==> src/rtl/core/length_prefixed_message_deframer_unit_macros.svh <==
// Assertion macros for the length-prefixed message deframer.
// Each macro expects i_clk and i_rst_n to be visible where it is used.
`ifndef LENGTH_PREFIXED_MESSAGE_DEFRAMER_UNIT_MACROS_SVH
`define LENGTH_PREFIXED_MESSAGE_DEFRAMER_UNIT_MACROS_SVH

// Antecedent implies consequent in the same cycle.
`define LPMD_ASSERT_IMPL(label, ante, cons, msg) \
    label: assert property (@(posedge i_clk) disable iff (!i_rst_n) \
        (ante) |-> (cons)) else $error(msg);

// Antecedent implies consequent in the following cycle.
`define LPMD_ASSERT_NEXT(label, ante, cons, msg) \
    label: assert property (@(posedge i_clk) disable iff (!i_rst_n) \
        (ante) |=> (cons)) else $error(msg);

`endif

==> src/rtl/core/lpmd_pkg.sv <==
// Shared types and constants of the length-prefixed message deframer.
// No dependencies; the interfaces and the top level import it.
`default_nettype none

package lpmd_pkg;

    // Width of the payload length as carried by the variable-length integer.
    localparam int LEN_W       = 62;
    // Width in bits of the largest length the downstream side can count.
    localparam int LENGTH_BITS = 62;
    localparam int DATA_W      = 8;

    typedef logic [LEN_W-1:0]  t_len;
    typedef logic [DATA_W-1:0] t_byte;
    typedef logic [1:0]        t_kind;
    typedef logic [2:0]        t_err;
    typedef logic [3:0]        t_hdr_cnt;
    typedef logic [1:0]        t_cfg_idx;
    typedef logic [LEN_W-1:0]  t_cfg_data;

    localparam t_len LEN_MAX = {LEN_W{1'b1}} >> (LEN_W - LENGTH_BITS);

    localparam t_hdr_cnt FIXED_HDR = 4'd2;
    localparam t_hdr_cnt MIN_HDR   = 4'd3;

    localparam t_kind KIND_PAYLOAD = 2'd0;
    localparam t_kind KIND_EMPTY   = 2'd1;
    localparam t_kind KIND_ERROR   = 2'd2;
    localparam t_kind KIND_DONE    = 2'd3;

    localparam t_err ERR_NONE    = 3'd0;
    localparam t_err ERR_VERSION = 3'd1;
    localparam t_err ERR_LIMIT   = 3'd2;
    localparam t_err ERR_PROTO   = 3'd3;
    localparam t_err ERR_STATE   = 3'd4;

    localparam t_cfg_idx CFG_MAX_LEN   = 2'd0;
    localparam t_cfg_idx CFG_VERSION   = 2'd1;
    localparam t_cfg_idx CFG_TEXT_MASK = 2'd2;

    localparam t_len  RST_MAX_LEN   = t_len'(65536);
    localparam t_byte RST_VERSION   = 8'h00;
    localparam t_byte RST_TEXT_MASK = 8'h01;

    typedef struct packed {
        t_kind kind;
        t_byte payload_byte;
        logic  is_text;
        logic  last_of_message;
        t_err  error_code;
    } t_result;

endpackage

`default_nettype wire

==> src/rtl/core/lpmd_in_if.sv <==
// Input channel of the deframer: one received byte or a stream end.
// Depends on lpmd_pkg.
`default_nettype none

interface lpmd_in_if;
    import lpmd_pkg::*;

    logic  valid;
    logic  ready;
    logic  func;
    t_byte data_byte;

    modport source (output valid, output func, output data_byte, input ready);
    modport sink   (input valid, input func, input data_byte, output ready);
endinterface

`default_nettype wire

==> src/rtl/core/lpmd_out_if.sv <==
// Result channel of the deframer: payload bytes, markers and errors.
// Depends on lpmd_pkg.
`default_nettype none

interface lpmd_out_if;
    import lpmd_pkg::*;

    logic  valid;
    logic  ready;
    t_kind kind;
    t_byte payload_byte;
    logic  is_text;
    logic  last_of_message;
    t_err  error_code;

    modport source (output valid, output kind, output payload_byte, output is_text,
                    output last_of_message, output error_code, input ready);
    modport sink   (input valid, input kind, input payload_byte, input is_text,
                    input last_of_message, input error_code, output ready);
endinterface

`default_nettype wire

==> src/rtl/core/length_prefixed_message_deframer_unit.sv <==
// Top level of the length-prefixed message deframer.
// Depends on lpmd_pkg, lpmd_in_if, lpmd_out_if and the assertion macro header.
//
//   channel   direction  transaction carries
//   --------  ---------  -----------------------------------------------------
//   i_msg     in         func (byte or stream end), data_byte
//   o_res     out        kind, payload_byte, is_text, last_of_message, error_code
//   i_cfg_*   in         register index and write data, no handshake
//
// One transaction is accepted per cycle unless the result side stalls. Each item
// passes the input register, then the parser step that updates the framing state
// and loads the result register. The parser step is one 62-bit shift, compare and
// decrement. Synchronous active-low reset restores the register defaults and the
// framing state; there is no clearing pass. When the result side stalls, the input
// register still takes one more transaction before i_msg.ready drops.
`default_nettype none

`include "length_prefixed_message_deframer_unit_macros.svh"

module length_prefixed_message_deframer_unit (
    input  wire logic                 i_clk,
    input  wire logic                 i_rst_n,
    input  wire logic                 i_cfg_we,
    input  wire lpmd_pkg::t_cfg_idx   i_cfg_idx,
    input  wire lpmd_pkg::t_cfg_data  i_cfg_data,
    lpmd_in_if.sink                   i_msg,
    lpmd_out_if.source                o_res
);
    import lpmd_pkg::*;

    // Configuration registers.
    t_len     r_max_len;
    t_byte    r_version;
    t_byte    r_text_mask;

    // Input register stage.
    logic     r_in_valid;
    logic     r_in_func;
    t_byte    r_in_byte;

    // Framing state and its next values.
    t_hdr_cnt r_hdr_cnt,  n_hdr_cnt;
    t_hdr_cnt r_hdr_need, n_hdr_need;
    t_len     r_acc,      n_acc;
    t_len     r_remain,   n_remain;
    logic     r_in_payload, n_in_payload;
    logic     r_text,     n_text;
    t_err     r_sticky,   n_sticky;
    logic     r_done,     n_done;

    // Result register.
    logic     r_out_valid;
    t_result  r_res;

    logic     w_go;
    logic     w_has_res;
    t_result  w_res;
    logic     w_fail;
    t_err     w_fail_code;
    t_hdr_cnt w_hc_inc;
    t_len     w_acc_shift;
    t_hdr_cnt w_need_hdr;

    // The parser step fires when an item waits in the input register and the
    // result register is free or being emptied in this cycle.
    assign w_go        = r_in_valid && (!r_out_valid || o_res.ready);
    assign i_msg.ready = !r_in_valid || w_go;

    assign w_acc_shift = {r_acc[LEN_W-DATA_W-1:0], r_in_byte};
    // The two top bits of the first length byte select a 1, 2, 4 or 8 byte length.
    assign w_need_hdr  = FIXED_HDR + (t_hdr_cnt'(1) << r_in_byte[7:6]);
    assign w_hc_inc    = r_hdr_cnt + t_hdr_cnt'(1);

    always_comb begin
        n_hdr_cnt    = r_hdr_cnt;
        n_hdr_need   = r_hdr_need;
        n_acc        = r_acc;
        n_remain     = r_remain;
        n_in_payload = r_in_payload;
        n_text       = r_text;
        n_sticky     = r_sticky;
        n_done       = r_done;
        w_has_res    = 1'b0;
        w_fail       = 1'b0;
        w_fail_code  = ERR_NONE;
        w_res        = '{kind: KIND_PAYLOAD, payload_byte: '0, is_text: 1'b0,
                         last_of_message: 1'b0, error_code: ERR_NONE};

        if (r_sticky != ERR_NONE) begin
            // A sticky error answers every item and freezes the state.
            w_has_res      = 1'b1;
            w_res.kind     = KIND_ERROR;
            w_res.error_code = r_sticky;
        end else if (r_done) begin
            // Anything after a clean stream end is a state error, not sticky.
            w_has_res      = 1'b1;
            w_res.kind     = KIND_ERROR;
            w_res.error_code = ERR_STATE;
        end else if (r_in_func) begin
            if (r_hdr_cnt != '0 || r_in_payload) begin
                w_fail      = 1'b1;
                w_fail_code = ERR_PROTO;
            end else begin
                n_done     = 1'b1;
                w_has_res  = 1'b1;
                w_res.kind = KIND_DONE;
            end
        end else if (r_in_payload) begin
            w_has_res             = 1'b1;
            w_res.kind            = KIND_PAYLOAD;
            w_res.payload_byte    = r_in_byte;
            w_res.is_text         = r_text;
            w_res.last_of_message = (r_remain <= t_len'(1));
            if (r_remain <= t_len'(1)) begin
                n_in_payload = 1'b0;
                n_remain     = '0;
                n_text       = 1'b0;
            end else begin
                n_remain = r_remain - t_len'(1);
            end
        end else begin
            unique case (r_hdr_cnt)
                4'd0: begin
                    if (r_in_byte != r_version) begin
                        w_fail      = 1'b1;
                        w_fail_code = ERR_VERSION;
                    end
                end
                4'd1:      n_text = (r_in_byte & r_text_mask) != '0;
                FIXED_HDR: begin
                    n_hdr_need = w_need_hdr;
                    n_acc      = t_len'(r_in_byte[5:0]);
                end
                default:   n_acc = w_acc_shift;
            endcase

            if (!w_fail) begin
                n_hdr_cnt = w_hc_inc;
                if (w_hc_inc >= n_hdr_need) begin
                    // Header complete: check the length, then open the payload or report an empty message.
                    if (n_acc > r_max_len || n_acc > LEN_MAX) begin
                        w_fail      = 1'b1;
                        w_fail_code = ERR_LIMIT;
                    end else if (n_acc == '0) begin
                        w_has_res             = 1'b1;
                        w_res.kind            = KIND_EMPTY;
                        w_res.is_text         = n_text;
                        w_res.last_of_message = 1'b1;
                        n_hdr_cnt             = '0;
                        n_hdr_need            = MIN_HDR;
                        n_text                = 1'b0;
                    end else begin
                        n_remain     = n_acc;
                        n_in_payload = 1'b1;
                        n_hdr_cnt    = '0;
                        n_hdr_need   = MIN_HDR;
                        n_acc        = '0;
                    end
                end
            end
        end

        if (w_fail) begin
            // Any failure drops the half-received message and latches the code.
            n_hdr_cnt        = '0;
            n_hdr_need       = MIN_HDR;
            n_acc            = '0;
            n_remain         = '0;
            n_in_payload     = 1'b0;
            n_text           = 1'b0;
            n_sticky         = w_fail_code;
            w_has_res        = 1'b1;
            w_res            = '{kind: KIND_ERROR, payload_byte: '0, is_text: 1'b0,
                                 last_of_message: 1'b0, error_code: w_fail_code};
        end
    end

    // Configuration writes must arrive only while the block is idle; the block does not enforce this.
    always_ff @(posedge i_clk) begin
        if (!i_rst_n) begin
            r_max_len   <= RST_MAX_LEN;
            r_version   <= RST_VERSION;
            r_text_mask <= RST_TEXT_MASK;
        end else if (i_cfg_we) begin
            unique case (i_cfg_idx)
                CFG_MAX_LEN:   r_max_len   <= i_cfg_data;
                CFG_VERSION:   r_version   <= i_cfg_data[DATA_W-1:0];
                CFG_TEXT_MASK: r_text_mask <= i_cfg_data[DATA_W-1:0];
                default:       ;
            endcase
        end
    end

    // Input register.
    always_ff @(posedge i_clk) begin
        if (!i_rst_n) begin
            r_in_valid <= 1'b0;
        end else if (i_msg.ready) begin
            r_in_valid <= i_msg.valid;
        end
    end

    always_ff @(posedge i_clk) begin
        if (i_msg.valid && i_msg.ready) begin
            r_in_func <= i_msg.func;
            r_in_byte <= i_msg.data_byte;
        end
    end

    // Framing state advances once per parsed item.
    always_ff @(posedge i_clk) begin
        if (!i_rst_n) begin
            r_hdr_cnt    <= '0;
            r_hdr_need   <= MIN_HDR;
            r_acc        <= '0;
            r_remain     <= '0;
            r_in_payload <= 1'b0;
            r_text       <= 1'b0;
            r_sticky     <= ERR_NONE;
            r_done       <= 1'b0;
        end else if (w_go) begin
            r_hdr_cnt    <= n_hdr_cnt;
            r_hdr_need   <= n_hdr_need;
            r_acc        <= n_acc;
            r_remain     <= n_remain;
            r_in_payload <= n_in_payload;
            r_text       <= n_text;
            r_sticky     <= n_sticky;
            r_done       <= n_done;
        end
    end

    // Result register.
    always_ff @(posedge i_clk) begin
        if (!i_rst_n) begin
            r_out_valid <= 1'b0;
        end else if (w_go) begin
            r_out_valid <= w_has_res;
        end else if (o_res.ready) begin
            r_out_valid <= 1'b0;
        end
    end

    always_ff @(posedge i_clk) begin
        if (w_go && w_has_res) begin
            r_res <= w_res;
        end
    end

    assign o_res.valid           = r_out_valid;
    assign o_res.kind            = r_res.kind;
    assign o_res.payload_byte    = r_res.payload_byte;
    assign o_res.is_text         = r_res.is_text;
    assign o_res.last_of_message = r_res.last_of_message;
    assign o_res.error_code      = r_res.error_code;

    // Header bytes and payload bytes are never outstanding at the same time.
    `LPMD_ASSERT_IMPL(a_hdr_or_payload, r_in_payload, r_hdr_cnt == '0, "header count set in payload")
    // The header count always stays below the number of header bytes needed.
    `LPMD_ASSERT_IMPL(a_hdr_bound, 1'b1, r_hdr_cnt < r_hdr_need, "header count overran need")
    // Once latched, an error code never changes until reset.
    `LPMD_ASSERT_NEXT(a_sticky_hold, r_sticky != ERR_NONE, r_sticky == $past(r_sticky), "sticky error changed")
    // An error result always carries a nonzero code.
    `LPMD_ASSERT_IMPL(a_err_code, r_out_valid && r_res.kind == KIND_ERROR, r_res.error_code != ERR_NONE, "error result without code")

endmodule

`default_nettype wire
==> src/flat_wrapper.sv <==
// flat-port wrapper written by rule: the top's interface ports become plain ports
module length_prefixed_message_deframer_unit_flat import lpmd_pkg::*;
  (i_clk, i_rst_n, i_cfg_we, i_cfg_idx, i_cfg_data, i_msg_valid, i_msg_func, i_msg_data_byte, i_msg_ready, o_res_valid, o_res_kind, o_res_payload_byte, o_res_is_text, o_res_last_of_message, o_res_error_code, o_res_ready);
  lpmd_in_if i_msg_i ();
  lpmd_out_if o_res_i ();
  input  wire logic i_clk;
  input  wire logic i_rst_n;
  input  wire logic i_cfg_we;
  input  wire lpmd_pkg::t_cfg_idx i_cfg_idx;
  input  wire lpmd_pkg::t_cfg_data i_cfg_data;
  input wire logic [$bits(i_msg_i.valid)-1:0] i_msg_valid;
  input wire logic [$bits(i_msg_i.func)-1:0] i_msg_func;
  input wire logic [$bits(i_msg_i.data_byte)-1:0] i_msg_data_byte;
  output wire logic [$bits(i_msg_i.ready)-1:0] i_msg_ready;
  output wire logic [$bits(o_res_i.valid)-1:0] o_res_valid;
  output wire logic [$bits(o_res_i.kind)-1:0] o_res_kind;
  output wire logic [$bits(o_res_i.payload_byte)-1:0] o_res_payload_byte;
  output wire logic [$bits(o_res_i.is_text)-1:0] o_res_is_text;
  output wire logic [$bits(o_res_i.last_of_message)-1:0] o_res_last_of_message;
  output wire logic [$bits(o_res_i.error_code)-1:0] o_res_error_code;
  input wire logic [$bits(o_res_i.ready)-1:0] o_res_ready;
  assign i_msg_i.valid = i_msg_valid;
  assign i_msg_i.func = i_msg_func;
  assign i_msg_i.data_byte = i_msg_data_byte;
  assign i_msg_ready = i_msg_i.ready;
  assign o_res_valid = o_res_i.valid;
  assign o_res_kind = o_res_i.kind;
  assign o_res_payload_byte = o_res_i.payload_byte;
  assign o_res_is_text = o_res_i.is_text;
  assign o_res_last_of_message = o_res_i.last_of_message;
  assign o_res_error_code = o_res_i.error_code;
  assign o_res_i.ready = o_res_ready;
  length_prefixed_message_deframer_unit u_core (.i_clk(i_clk), .i_rst_n(i_rst_n), .i_cfg_we(i_cfg_we), .i_cfg_idx(i_cfg_idx), .i_cfg_data(i_cfg_data), .i_msg(i_msg_i), .o_res(o_res_i));
endmodule
==> config.mk <==
export PLATFORM = sky130hd
export DESIGN_NAME = length_prefixed_message_deframer_unit_flat
export DESIGN_NICKNAME = d
export VERILOG_FILES = /design/src/rtl/core/lpmd_pkg.sv /design/src/rtl/core/lpmd_in_if.sv /design/src/rtl/core/lpmd_out_if.sv /design/src/rtl/core/length_prefixed_message_deframer_unit.sv /design/src/flat_wrapper.sv
export VERILOG_INCLUDE_DIRS = /design/src /design/src/rtl/core
export SDC_FILE = /design/constraint.sdc
export NUM_CORES = 1
export LEC_CHECK = 0
export BUFFER_PORTS_ARGS = -buffer_cell sky130_fd_sc_hd__buf_4
export CORE_MARGIN = 5
export CORE_UTILIZATION = 60
export DETAILED_ROUTE_END_ITERATION = 8
export PLACE_DENSITY = 0.79
export SETUP_SLACK_MARGIN = 0.02
export SLEW_MARGIN = 20
export SYNTH_ARGS = -nofsm -noshare
export SYNTH_HDL_FRONTEND = slang
export SYNTH_SLANG_ARGS = --single-unit
==> constraint.sdc <==
create_clock -name i_clk -period 16.5 [get_ports i_clk]
set_clock_uncertainty 0.2 [all_clocks]
set_input_delay 3.3 -clock i_clk [delete_from_list [all_inputs] [get_ports i_clk]]
set_output_delay 3.3 -clock i_clk [all_outputs]
set_load 0.1 [all_outputs]
==> results of run 1 <==
-- stage by stage --
step / util (%) / power [uW]
2_1_floorplan: - / 736
3_3_place_gp: 65.1 / 780
3_5_place_dp: 65.1 / 783
4_1_cts: 69.6 / 1440
5_1_grt: 69.6 / 1480
6_report: 69.6 / 1440
-- logic make-up after synthesis --
logic type | after synthesis | share of synthesized area, %
fa+ha+maj | 75 | 6.97
mux | 54 | 4.03
buf+inv | 242 | 7.01
xor+xnor | 50 | 3.25
compound gates | 426 | 20.3
flops | 241 | 37.6
simple gates | 594 | 20.9
-- sequential cells by signal (all words and copies together) (netlist names) --
signal,cells
u_core.r_in_byte,8
u_core.o_res.is_text,1
u_core.o_res.last_of_message,1
u_core.r_text_mask,8
u_core.r_text,1
u_core.o_res.payload_byte,8
u_core.r_sticky,2
u_core.r_acc,62
u_core.r_version,8
u_core.o_res.error_code,3
u_core.o_res.valid,1
u_core.r_max_len,62
u_core.r_remain,62
u_core.r_hdr_need,4
u_core.r_done,1
u_core.o_res.kind,2
u_core.r_in_valid,1
u_core.r_in_func,1
u_core.r_in_payload,1
u_core.r_hdr_cnt,4
-- synthesized netlist by cell type, types with 4 or more instances --
master,instances
xor2_1,30
dfxtp_1,217
nor4_1,37
buf_1,7
a21oi_1,116
nand2b_1,10
inv_1,139
o21a_1,5
clkbuf_1,80
or3_1,14
o21ai_0,93
o31ai_1,7
and3_1,5
nor2_1,71
mux2i_1,52
nand3b_1,4
a22oi_1,67
a32o_1,9
or4_1,11
a211oi_1,19
buf_2,11
xnor2_1,20
edfxtp_1,24
nand4_1,26
a31oi_1,13
a21o_1,9
nor3_1,45
a22o_1,6
o211ai_1,7
nand2_1,271
o22ai_1,30
ha_1,75
a221oi_1,9
nand3_1,59
or2_2,7
and2_1,13
a21boi_0,5
-- power groups by stage --
| stage | clock network, uW | logic (uW) | registers, uW |
|---|---|---|---|
| after global routing | 694 | 176 | 612 |
| after floorplan | 0 | 102 | 634 |
| after global placement | 0 | 157 | 623 |
| final | 664 | 163 | 611 |
| after detailed placement | 0 | 159 | 624 |
| after CTS | 669 | 160 | 611 |
-- path summary, 6_finish.rpt --
path | depth (start not counted) | endpoint | slack, ns | startpoint
max | 4 | i_msg_ready | 9.06 | o_res_ready
min | 2 | u_core.r_max_len[18] | 0.25 | u_core.r_max_len[18]
max reg2reg | 17 | u_core.r_remain[49] | 10.39 | u_core.r_hdr_cnt[0]
min reg2reg | 2 | u_core.r_max_len[18] | 0.25 | u_core.r_max_len[18]
-- layout make-up --
cell class	count	area share (%)
flip-flops and latches	241	33.2
repair buffers	112	5.50
clock inverters	15	1.52
multi-input cells	1199	49.2
inverters	140	3.44
clock buffers	34	4.92
well taps	280	2.29
-- critical path: stages --
cell and delay [ns]:
buf_4 0.12, nor2b_1 0.19, nand2_1 0.09, buf_4 0.24
-- routing by layer --
| layer | share of wire, % | global-route usage, % | vias to the layer above |
|---|---|---|---|
| met5 | 0 | 0 | - |
| met4 | 2.5 | 8.21 | 0 |
| met3 | 9.8 | 4.10 | 73 |
| met2 | 43 | 43.1 | 633 |
| met1 | 44 | 43.2 | 5966 |
| li1 | - | - | 6076 |
==> flow_metrics.tcl, run 1 <==
set metrics [dict create \
    status "finished clean" \
    synth_edf_count 24 \
    synth_nets 1835 \
    firstDrtPassIters 5 \
    ios 95 \
    crit_path_start_kind "primary input" \
    power_leakage_uw 0.00665 \
    required_ns 13.00 \
    hold_viol_final 0 \
    clkPwrFrac_pct 46.2 \
    place_ws_ns 9.06 \
    max_freq_mhz 134 \
    diodes 0 \
    final_common_cell "nand2_1" \
    dpl_cell_area_um2 14300 \
    async_flop_share_pct 0 \
    pwr_density_cell_nw_per_um2 94.1 \
    gp_congestion 0.955 \
    hold_ws_ns 0.253 \
    cts.sinks 241 \
    clock_path_buffers 3 \
    min_period_over_period_pct 45.1 \
    synth.yosys.seq_area_share_pct 37.6 \
    synth_warnings 0 \
    cts_buffers 27 \
    rsz0062_at_grt "no" \
    dieArea_um2 25600 \
    drt_iter0_drc 1470 \
    multiInputGateArea_um2 7510 \
    final_cell_mix "271 x nand2_1, 216 x dfxtp_1, 138 x inv_1" \
    setup_viol 0 \
    drive_gt1_share_pct 11.0 \
    post_cts_buffers 0 \
    dieWidth_um 160 \
    ant_nets 0 \
    period_needed_ns 7.44 \
    via_count 12700 \
    synth.cell_area_um2 13500 \
    yosys_register_bits 241 \
    seq_area_um2 5070 \
    power_switching_uw 364 \
    internal_power_uw 1070 \
    synth_top_area_cell "dfxtp_1" \
    final_cell_area_um2 15300 \
    placedCellCount 1972 \
    p_comb_share_pct 11.3 \
    antenna_found_initial 0 \
    clk_latency_ns 0.54 \
    ys_types 73 \
    routed_wl_um 38500 \
    drc_errors 0 \
    wl_per_cell_um 19.1 \
    fin_tns_setup_ns 0 \
    p_seq_share_pct 42.5 \
    drv_cap 0 \
    synth_cells 1682 \
    start_util_pct 61.4 \
    hold_path_class "reg -> reg" \
    clockRootBuffer "clkbuf_16" \
    via_per_inst 6.31 \
    grt_max_degree 88 \
    timing.slew.headroom_pct 35.7 \
    clk_pin_slew_ns 0.06 \
    portBuffers 94 \
    grt_overflow 0 \
    cp_max_fo 3 \
    grt_pass1_wl_um 61000 \
    post-synth-top-area-fraction_pct 32.2 \
    cts.repair.resized 0 \
    areaGrowthSynthToFinish_pct 13.4 \
    hold_buffers 0 \
    cts_tree "done" \
    tightest_slew_ns 0.965 \
    fin_nets 1874 \
    peakVddDrop_mv 0.0866 \
    finalNonFillerCells 2021 \
    htreeDepth 1 \
    grt_pass1_vias 11600 \
    slew_viol_final 0 \
    die_y_um 160 \
    worstPathArrival_ns 3.94 \
    swShare_pct 25.3 \
    fin_ws_ns 9.06 \
    fillCellCount 1757 \
    worstSetupEndpointType "primary output" \
    coreArea_um2 22000 \
    critPathKind "in -> out" \
    dp_hpwl_um 26800 \
    grt_util_all_layers_pct 28.7 \
    yosys-top-cells-area "dfxtp_1 32%, nand2_1 7.6%, ha_1 7.0%" \
    avgSynthCellArea_um2 8.01 \
    num_rows 54 \
    synth_flop_cell "dfxtp_1" \
]
Note: power is estimated with default switching activity, not from simulation.
==> run 2: changes to the inputs <==
--- a/config.mk
+++ b/config.mk
@@ -8,9 +8,9 @@
 export LEC_CHECK = 0
 export BUFFER_PORTS_ARGS = -buffer_cell sky130_fd_sc_hd__buf_4
 export CORE_MARGIN = 5
-export CORE_UTILIZATION = 60
+export CORE_UTILIZATION = 55
 export DETAILED_ROUTE_END_ITERATION = 8
-export PLACE_DENSITY = 0.79
+export PLACE_DENSITY = 0.77
 export SETUP_SLACK_MARGIN = 0.02
 export SLEW_MARGIN = 20
 export SYNTH_ARGS = -nofsm -noshare
==> constraint.sdc (replaced) <==
create_clock -name i_clk -period 6.55 [get_ports i_clk]
set_clock_uncertainty 0.2 [all_clocks]
set_input_delay 1.31 -clock i_clk [delete_from_list [all_inputs] [get_ports i_clk]]
set_output_delay 1.31 -clock i_clk [all_outputs]
set_load 0.1 [all_outputs]
==> run 2 against run 1 <==
  * Worst setup slack worse by 8.8 ns
  * Final cell count increased by 2.4%
  * Sequential power rose to 2.5 times the previous value
  * Largest power group is now registers
==> flow_metrics.tcl, run 2 (synthesized netlist as in run 1, its figures left out) <==
set metrics [dict create \
    status "finished clean" \
    post_cts_buffers 0 \
    internal_power_uw 2550 \
    dp_hpwl_um 29200 \
    cpMaxStageDelayCell "a221oi_1" \
    max_stage_delay_ns 0.60 \
    required_ns 6.72 \
    wl_per_cell_um 19.7 \
    hold_viol_final 0 \
    hold_end "u_core.r_max_len[48]" \
    slew_viol_final 0 \
    ios 95 \
    grt_overflow 0 \
    routed_wl_um 40800 \
    cts.repair.resized 0 \
    timing.slew.headroom_pct 35.5 \
    gp_congestion 0.957 \
    cts_tree "done" \
    finalNonFillerCells 2069 \
    portBuffers 94 \
    grt_pass1_vias 11700 \
    rsz0062_at_grt "no" \
    cts_buffers 26 \
    fin_nets 1877 \
    clock_path_buffers 3 \
    clkPwrFrac_pct 43.5 \
    via_per_inst 6.22 \
    start_util_pct 55.6 \
    reg2reg_to "u_core.r_remain[49]" \
    peakVddDrop_mv 0.181 \
    crit_family "compound AO/OA/AOI/OAI gates" \
    hold_buffers 0 \
    reg_top3 "u_core.r_acc: 62 flops, u_core.r_max_len: 62 flops, u_core.r_remain: 62 flops" \
    pwr_density_cell_nw_per_um2 228 \
    min_from "u_core.r_max_len[48]" \
    hold_ws_ns 0.254 \
    swShare_pct 26.7 \
    power_switching_uw 928 \
    reg2reg_slack_ns 0.29 \
    via_count 12900 \
    clk_pin_slew_ns 0.06 \
    worstSetupEndpointType "register" \
    placedCellCount 2019 \
    antenna_found_initial 0 \
    cts.sinks 241 \
    num_rows 57 \
    power_leakage_uw 0.00660 \
    crit_path_start_kind "register" \
    cp_cell_sequence "inv_1 -> ha_1 -> or2_2 -> o21ai_4 -> buf_4 -> a22oi_1 -> inv_1 -> ha_1 -> nand4_1 -> nor3_1 -> a221oi_1 -> o2111ai_1 -> a221oi_1 -> o21ai_1 -> o31ai_4 -> buf_4 -> a2111oi_0" \
    critPathKind "reg -> reg" \
    final_cell_mix "271 x nand2_1, 216 x dfxtp_1, 138 x inv_1" \
    reg2regPathDepth 17 \
    htreeDepth 1 \
    fin_util_pct 62.9 \
    grt_util_all_layers_pct 27.7 \
    ant_nets 0 \
    dieArea_um2 27700 \
    fin_tns_setup_ns 0 \
    cp_max_fo 40 \
    dieWidth_um 167 \
    coreArea_um2 24200 \
    r2r_start "u_core.r_hdr_cnt[0]" \
    clockRootBuffer "clkbuf_16" \
    drt_iter0_drc 1566 \
    worstPathArrival_ns 6.42 \
    drc_errors 0 \
    grt_pass1_wl_um 63500 \
    total_power_uw 3470 \
    hold_depth 2 \
    period_needed_ns 6.26 \
    clk_latency_ns 0.53 \
    hold_path_class "reg -> reg" \
    areaGrowthSynthToFinish_pct 13.3 \
    final_common_cell "nand2_1" \
    critPathBufInv 4 \
    p_comb_share_pct 12.2 \
    grt_max_degree 77 \
    tightest_slew_ns 0.959 \
    setup_viol 0 \
    die_y_um 167 \
    firstDrtPassIters 6 \
    p_seq_share_pct 44.3 \
    drv_cap 0 \
    drive_gt1_share_pct 11.2 \
    max_freq_mhz 160 \
    min_period_over_period_pct 95.5 \
]
==> run 2: changes by cell type in the layout (fill, tap and decap cells not counted), moves of 3 or more <==
cell        before  now
clkbuf_8         5    1
buf_4          112  115
bufinv_16        6    3
clkinvlp_4       1    4
clkinv_2         6    9
==> run 2: cell type report <==
type / instances / area [um^2]
clock buffer: 31 / 701
fill: 2107 / 8990
inverter: 140 / 526
timing repair buffer: 115 / 863
tap: 324 / 405
multi-input combinational: 1200 / 7520
sequential: 241 / 5070
antenna: 1 / 2.50
clock inverter: 17 / 174
==> run 2: stage by stage <==
stage / area, um^2 / worst slack, ns
after floorplan: 13500 / 0.959
after global placement: 14400 / 0.362
after detailed placement: 14400 / 0.360
after CTS: 15200 / 0.347
after global routing: 15300 / 0.0997
final: 15300 / 0.294
==> run 2: tightest hold or removal path: stages (launching register included) <==
cell,delay [ns]
dfxtp_1,0.31
nand2_1,0.05
a21oi_1,0.05
==> run 2: worst max-delay path by stage <==
stage                     slack, ns  depth (start not counted)           startpoint                    endpoint
after floorplan                0.96                         18  u_core.r_hdr_cnt[0]  u_core.o_res.error_code[0]
after CTS                      0.35                         17  u_core.r_hdr_cnt[0]         u_core.r_remain[49]
final                          0.29                         17  u_core.r_hdr_cnt[0]         u_core.r_remain[49]
after detailed placement       0.36                         17  u_core.r_hdr_cnt[0]         u_core.r_remain[49]
after global placement         0.36                         17  u_core.r_hdr_cnt[0]         u_core.r_remain[49]
after global routing            0.1                         17  u_core.r_hdr_cnt[0]         u_core.r_remain[49]
==> run 2: per-layer routing <==
metal	vias up	wire (um)	global-route usage, %	part of all wire (%)
li1	6083	-	-	-
met1	5982	17700	40.1	43
met2	699	17500	41.4	43
met3	105	4490	6.30	11
met4	0	1180	8.00	2.9
met5	-	0	0	0
==> run 2: power by group through the flow <==
stage | clock network [uW] | logic, uW | registers [uW]
after global routing | 1590 | 456 | 1540
final | 1510 | 423 | 1540
after detailed placement | 0 | 413 | 1570
after floorplan | 0 | 257 | 1600
after global placement | 0 | 412 | 1570
after CTS | 1520 | 416 | 1540
